--- src/sdget_pkg.sv ---
// ----------------------------------------------------------------------------
// sdget_pkg
// Shared types and constants of the split double-Gaussian shape evaluator.
// ----------------------------------------------------------------------------
package sdget_pkg;

  typedef logic [1:0]  region_t;
  typedef logic [2:0]  cfg_idx_t;
  typedef logic [35:0] recip_t;

  // Configuration register indexes.
  localparam cfg_idx_t REG_PEAK_MEAN  = 3'd0;
  localparam cfg_idx_t REG_LEFT_W1    = 3'd1;
  localparam cfg_idx_t REG_LEFT_W2    = 3'd2;
  localparam cfg_idx_t REG_RIGHT_W1   = 3'd3;
  localparam cfg_idx_t REG_RIGHT_W2   = 3'd4;
  localparam cfg_idx_t REG_TAIL_START = 3'd5;
  localparam cfg_idx_t REG_TAIL_DECAY = 3'd6;
  localparam cfg_idx_t REG_MIX_FRAC   = 3'd7;

  // Region codes.
  localparam region_t REGION_LEFT  = 2'd0;
  localparam region_t REGION_RIGHT = 2'd1;
  localparam region_t REGION_TAIL  = 2'd2;

  localparam logic [15:0] ONE_Q15   = 16'd32768;
  localparam logic [31:0] ONE_Q31   = 32'h8000_0000;
  localparam logic [31:0] MIX_RESET = 32'd1073758208;

  // Ratio unit: Q7.16 quotient with up to 22 quotient bits.
  localparam int RATIO_QB        = 22;
  localparam int RATIO_W         = RATIO_QB + 1;
  localparam int RATIO_FRAC      = 16;
  localparam int GAUSS_LIM_SHIFT = 4;
  localparam int TAIL_LIM_SHIFT  = 6;
  localparam int DIV_LAT         = RATIO_QB + 1;

  // Exponential unit.
  localparam int          EXP_TW          = 24;
  localparam int          EXP_KW          = 9;
  localparam logic [15:0] LN2_Q16         = 16'd45426;
  localparam int          LN2_RECIP_SHIFT = 40;
  localparam logic [24:0] LN2_RECIP       = 25'((64'd1 << 40) / 64'd45426);
  localparam int          EXP_STEPS       = 11;
  localparam int          SERIES_SHIFT    = 36;
  localparam int          EXP_LAT         = 2 + 2 * EXP_STEPS + 1;

  // Rounded-up reciprocals 2^36/n, exact floor division for 32-bit values.
  localparam recip_t SERIES_RECIP [2:12] = '{
    36'(((64'd1 << 36) + 64'd1)  / 64'd2),
    36'(((64'd1 << 36) + 64'd2)  / 64'd3),
    36'(((64'd1 << 36) + 64'd3)  / 64'd4),
    36'(((64'd1 << 36) + 64'd4)  / 64'd5),
    36'(((64'd1 << 36) + 64'd5)  / 64'd6),
    36'(((64'd1 << 36) + 64'd6)  / 64'd7),
    36'(((64'd1 << 36) + 64'd7)  / 64'd8),
    36'(((64'd1 << 36) + 64'd8)  / 64'd9),
    36'(((64'd1 << 36) + 64'd9)  / 64'd10),
    36'(((64'd1 << 36) + 64'd10) / 64'd11),
    36'(((64'd1 << 36) + 64'd11) / 64'd12)
  };

endpackage

--- src/sdget_div.sv ---
// ----------------------------------------------------------------------------
// sdget_div
// Pipelined restoring divider giving a saturated Q7.16 ratio, one bit a stage.
// ----------------------------------------------------------------------------
module sdget_div #(
  parameter int DEN_W     = 32,
  parameter int LIM_SHIFT = 4
) (
  input  logic                          clk,
  input  logic                          en,
  input  logic [DEN_W:0]                num_i,
  input  logic [DEN_W-1:0]              den_i,
  output logic [sdget_pkg::RATIO_W-1:0] ratio_o
);
  import sdget_pkg::*;

  localparam int NUM_W = DEN_W + 1;
  localparam int LOW_W = RATIO_QB - RATIO_FRAC;
  localparam int CMP_W = NUM_W + LIM_SHIFT;

  logic [DEN_W-1:0]    rem_r [RATIO_QB];
  logic [DEN_W-1:0]    den_r [RATIO_QB];
  logic [LOW_W-1:0]    low_r [RATIO_QB];
  logic [RATIO_QB-1:0] q_r   [RATIO_QB+1];
  logic                sat_r [RATIO_QB+1];

  logic [DEN_W-1:0]    rem_nxt [RATIO_QB];
  logic                take    [RATIO_QB];
  logic [DEN_W-1:0]    den0;
  logic                sat0;

  always_comb begin
    den0 = (den_i == '0) ? DEN_W'(1) : den_i;
    sat0 = CMP_W'(num_i) >= (CMP_W'(den0) << LIM_SHIFT);
  end

  always_comb begin
    logic [DEN_W:0] shifted;
    for (int s = 0; s < RATIO_QB; s++) begin
      shifted    = {rem_r[s], low_r[s][LOW_W-1]};
      take[s]    = shifted >= {1'b0, den_r[s]};
      rem_nxt[s] = take[s] ? DEN_W'(shifted - {1'b0, den_r[s]}) : shifted[DEN_W-1:0];
    end
  end

  always_ff @(posedge clk) begin
    if (en) begin
      rem_r[0] <= DEN_W'(num_i >> LOW_W);
      den_r[0] <= den0;
      low_r[0] <= num_i[LOW_W-1:0];
      q_r[0]   <= '0;
      sat_r[0] <= sat0;
      for (int s = 1; s <= RATIO_QB; s++) begin
        q_r[s]   <= {q_r[s-1][RATIO_QB-2:0], take[s-1]};
        sat_r[s] <= sat_r[s-1];
        if (s < RATIO_QB) begin
          rem_r[s] <= rem_nxt[s-1];
          den_r[s] <= den_r[s-1];
          low_r[s] <= low_r[s-1] << 1;
        end
      end
    end
  end

  assign ratio_o = sat_r[RATIO_QB] ? (RATIO_W'(1) << (RATIO_FRAC + LIM_SHIFT))
                                   : {1'b0, q_r[RATIO_QB]};

endmodule

--- config.mk ---
export PLATFORM = sky130hd
export DESIGN_NAME = sdget_div
export DESIGN_NICKNAME = d
export VERILOG_FILES = /design/src/sdget_pkg.sv /design/src/sdget_div.sv
export SDC_FILE = /design/constraint.sdc
export NUM_CORES = 2
export LEC_CHECK = 0
export BUFFER_PORTS_ARGS = -buffer_cell sky130_fd_sc_hd__buf_2
export CAP_MARGIN = 20
export CELL_PAD_IN_SITES_DETAIL_PLACEMENT = 1
export CELL_PAD_IN_SITES_GLOBAL_PLACEMENT = 1
export CORE_AREA = 2 2 453 455
export DETAILED_ROUTE_END_ITERATION = 10
export DIE_AREA = 0 0 455 457
export GPL_TIMING_DRIVEN = 0
export PLACE_DENSITY_LB_ADDON = 0.1
export SLEW_MARGIN = 30
export SYNTH_ARGS = -nofsm -noshare
export SYNTH_HDL_FRONTEND = slang
export SYNTH_SLANG_ARGS = --single-unit
--- constraint.sdc ---
create_clock -name clk -period 3.74 [get_ports clk]
set_input_delay 0.187 -clock clk [delete_from_list [all_inputs] [get_ports clk]]
set_output_delay 0.187 -clock clk [all_outputs]
set_load 0.02 [all_outputs]
# After elaboration in Yosys (flattened, before gate mapping)
# Memory sizes are Yosys's and may differ from the RTL's.
# Index checks and enable logic that the tools add are counted.
[op_classes] magnitude_cmp=23 mux=25 n_eq_ne=0 reduce_logical=1 addsub=21 shifts=0 n_mul=0 div=0 bitwise=0
[ops] cell=">= comparator 33 x 32 -> 1 bit" n=22
[ops] cell="2-to-1 mux 32 bit" n=22
[ops] cell="subtractor 32 bit" n=21
[ops] cell=">= comparator 33 x 36 -> 1 bit" n=1
[ops] cell="logical NOT 32 bit" n=1
[ops] cell="2-to-1 mux 22 bit" n=1
[ops] cell="2-to-1 mux 1 bit" n=2
[word_totals] mem_bits_ro=0 latchBits=0 ram_bits=2069 out_inout_bits=23 reg_bits=0 memories=5
[memory_table] memory="den_r" depth=22 word_bits=32 read_ports=22 rd_clocked_by_memory_dff=0 write_ports=22 line_no="sdget_div.sv:22" text="logic [DEN_W-1:0] den_r [RATIO_QB];"
[memory_table] memory="rem_r" depth=22 word_bits=32 read_ports=22 rd_clocked_by_memory_dff=0 write_ports=22 line_no="sdget_div.sv:21" text="logic [DEN_W-1:0] rem_r [RATIO_QB];"
[memory_table] memory="q_r" depth=23 word_bits=22 read_ports=23 rd_clocked_by_memory_dff=0 write_ports=23 line_no="sdget_div.sv:24" text="logic [RATIO_QB-1:0] q_r [RATIO_QB+1];"
[memory_table] memory="low_r" depth=22 word_bits=6 read_ports=22 rd_clocked_by_memory_dff=0 write_ports=22 line_no="sdget_div.sv:23" text="logic [LOW_W-1:0] low_r [RATIO_QB];"
[memory_table] memory="sat_r" depth=23 word_bits=1 read_ports=23 rd_clocked_by_memory_dff=0 write_ports=23 line_no="sdget_div.sv:25" text="logic sat_r [RATIO_QB+1];"

# Logic depth before layout (Yosys ltp)
[logic_depth] word_depth=3 depth_mapped=16 depth_no_buf=15

# Worst setup path after synthesis
# No wires, ideal clock.
[synth_timing] path_type="register -> register" startpoint="mem rem_r[15][0] (netlist: rem_r[1][224])" endpoint="mem rem_r[16][17] (netlist: rem_r[2][17]), data pin" arrival_ns=3.364 required_ns=3.480 stages_incl_launch_ff=13 slack_ns=0.117 setup_ns=0.260 cell_sequence="edfxtp_1 ha_1 nor2b_1 o31ai_1 a21oi_1 o31a_1 nor4b_1 nor2_1 o31ai_1 a211o_1 a311oi_2 clkbuf_1 mux2_2"
[synth_lines] element="start: declaration" line_no="sdget_div.sv:21"

==> results.txt <==
status: complete, but fails checks
top post-synthesis cells by area: edfxtp_1, ha_1, inv_1
I/O pins: 90
TritonCTS clock tree: yes
Synth cell types: 91
Finished Cell Area: 0.1108 mm²
antenna-violating nets left: 0
count leader, synth: edfxtp_1
row cnt: 166
Synth top cells by count: edfxtp_1, inv_1, ha_1
crit path DAT: 4.57 ns
DR WL met3: 10390 µm
largest net degree at the start of global routing: 140
Total Routing Usage GR: 24.78%
nets: 9821
WHS Path Cells: 2
average size of a mapped cell: 11.22 µm²
Slew @ Worst Pin: 1.061 ns
post-route clock period utilization: 106.5%
area delta synth->final: 16.44%
failing checks: negative setup slack
initial core utilization: 46.78%
Post-synth EDFFs: 1700
Largest stage delay, worst path: 0.50 ns
GRT Residual Overflow: 0
FF+latch count, synth: 1700
antenna violations before repair: 12
final setup fails: 68
Post-DP Area: 0.09943 mm²
min cycle time layout: 3.982 ns
Rel. slew slack: 28.63%
Vias/cell: 5.651
Seq/Total Area, Yosys: 53.67%
dominant synthesized flop cell: edfxtp_1
placed wire-length estimate: 196100 µm
synthesized area: 0.09512 mm²
DRC viols: 0
TritonCTS Buffers: 194
max-slew violations: 0
Ys Warns: 0
Critical Path Source Type: register
RD Place Congestion: 0.9081
TritonRoute pass-1 iters: 5
clk sinks: 1700
buffer levels on the longest clock path: 3
Die Ht: 457 µm
met1 wire length: 122700 µm
synthesized net count: 9290
number of global-route vias before repair: 69.17k
Routed wire per std cell: 22.24 µm
Clk Latency, worst-skew pair: 0.85 ns
Setup Slack @ Placement: -1.630 ns
Setup WS post-layout: -0.2423 ns
Detailed Route Iter0 Violations: 4595
total wire length: 263600 µm
Max Clk Rate: 251.1 MHz
layout cells sized above 1: 13.65%
cell taking the most area after synthesis: edfxtp_1
Clock Pin Slew Worst Setup and Hold Paths: 0.06 ns
core region area: 0.2033 mm²
WP data required: 4.33 ns
RSZ-0062 raised after global routing: true
CP max FO: 8
vias post-DR: 67.00k
final hold viol count: 0
slowest CP cell: edfxtp_1
number of I/O port buffers: 88
Hold Path Class: input pin to register
Fin Setup TNS: -7.348 ns
Die ar.: 0.2079 mm²
Worst VDD drop: 593.4 µV
H-tree depth: 4
top layer in use: met5
max cap viols: 0
crit end category: register
Clock Skew: 0.03080 ns
Pwr Density: 863.8 mW/mm²
Worst R2R Path Depth: 14
clk root buf: clkbuf_16
die width: 455 µm
CP Cell Sequence: inv_2 -> ha_4 -> and2_4 -> a221oi_4 -> or4b_4 -> o21a_4 -> a221oi_4 -> o21a_2 -> o31a_1 -> o31ai_2 -> a41o_1 -> buf_12 -> buf_12 -> mux2_4
Static Leak: 45.27 nW
final core occ: 54.47%
top cell type's share of synthesized area: 53.67%
Cells after Synth: 8474
critical path class: register to register
first-pass GRT wire length: 401500 µm
metal2 WL: 124400 µm
post-synthesis async set-or-reset flop share: 0%
-- registers in the layout, summed over array words and instances, names as in the netlist --
register,count
q_r,253
low_r,21
den_r,704
rem_r,699
sat_r,23
-- critical path: cells and delay by family (launching register included) --
family                     cells  cell delay, ns
DFF                            1            0.50
and+or+nand+nor                2            0.65
buffers and inverters          3            0.43
AOI/OAI and AO/OA              7            1.58
muxes                          1            0.32
adders and majority gates      1            0.22
-- layer usage --
metal  track usage [%]  vias to the layer above
li1                  -                    32070
met1             34.84                    33470
met2             40.34                     1130
met3             3.421                      331
met4             6.195                        4
met5                 0                        -
-- final timing paths --
kind	from	end	slack [ns]
setup / recovery	den_r[0][244]$_DFFE_PP_	rem_r[1][23]$_DFFE_PP_	-0.24
hold / removal	num_i[1]	low_r[0][1]$_DFFE_PP_	0.07
setup reg to reg	den_r[0][244]$_DFFE_PP_	rem_r[1][23]$_DFFE_PP_	-0.24
hold reg to reg	sat_r[3][0]$_DFFE_PP_	sat_r[3][1]$_DFFE_PP_	0.41
-- cell usage in the layout, fill, tap and decap left out, drive strengths merged, types with 78 or more instances in the layout --
master  instances
a21o          326
a21oi         670
buf           330
clkbuf        395
clkinv         84
edfxtp       1700
ha            728
inv           910
mux2          207
nand2         662
nand2b        107
nand3          96
nand4         119
nor2          416
nor2b         125
nor3           78
o21a          106
o21ai         652
o21bai         79
xnor2         303
xor2          252
-- power breakdown --
group          switching, W  leakage [nW]  internal, W
combinational        0.0261          25.6       0.0198
clock               0.00791          3.01       0.0108
sequential          0.00320          16.6       0.0279
-- final cells by class --
cell class                      count  area (µm²)
Timing Repair Buffer              345        3194
Antenna cell                        3       7.507
Buffer                            211        1446
Tap cell                         2688        3363
Fill cell                       21070       92580
Clock buffer                      235        5115
Multi-Input combinational cell   5649       42080
Sequential cell                  1700       51050
Inverter                          904        3412
Clock inverter                    120        1092
-- timing repair --
action | CTS | global route
gates cloned | 4 | 7
pin swaps | 63 | 91
resized for setup | 428 | 349
setup endpoints to repair | 678 | 720
buffers inserted | 89 | 73
endpoints found under the hold margin | 110 | 0
hold buffers | 66 | 0
-- cells by family (layout without fill, tap and decap cells) --
family,count (synthesis),after routing,synth area share (%)
and+or+nand+nor,1839,1839,9.217
buffers and inverters,1125,1815,4.493
DFF,1700,1700,53.67
xor gates and xnor gates,555,555,5.110
other,1,4,0.003942
AOI/OAI and AO/OA,2283,2283,14.87
muxes,222,222,2.624
adders and majority gates,749,749,10.02
-- per-stage QoR --
stage                     instances  total power (W)  hold slack, ns
after detailed placement      11270          0.07150          0.3790
after global placement        11250          0.07111          0.3791
final                         11860          0.09567         0.06547
after CTS                     11770          0.09360       0.0001127
after floorplan                8474          0.05903          0.2859
after global routing          11850           0.1018         0.02590
Note: power is estimated with default switching activity, not from simulation.
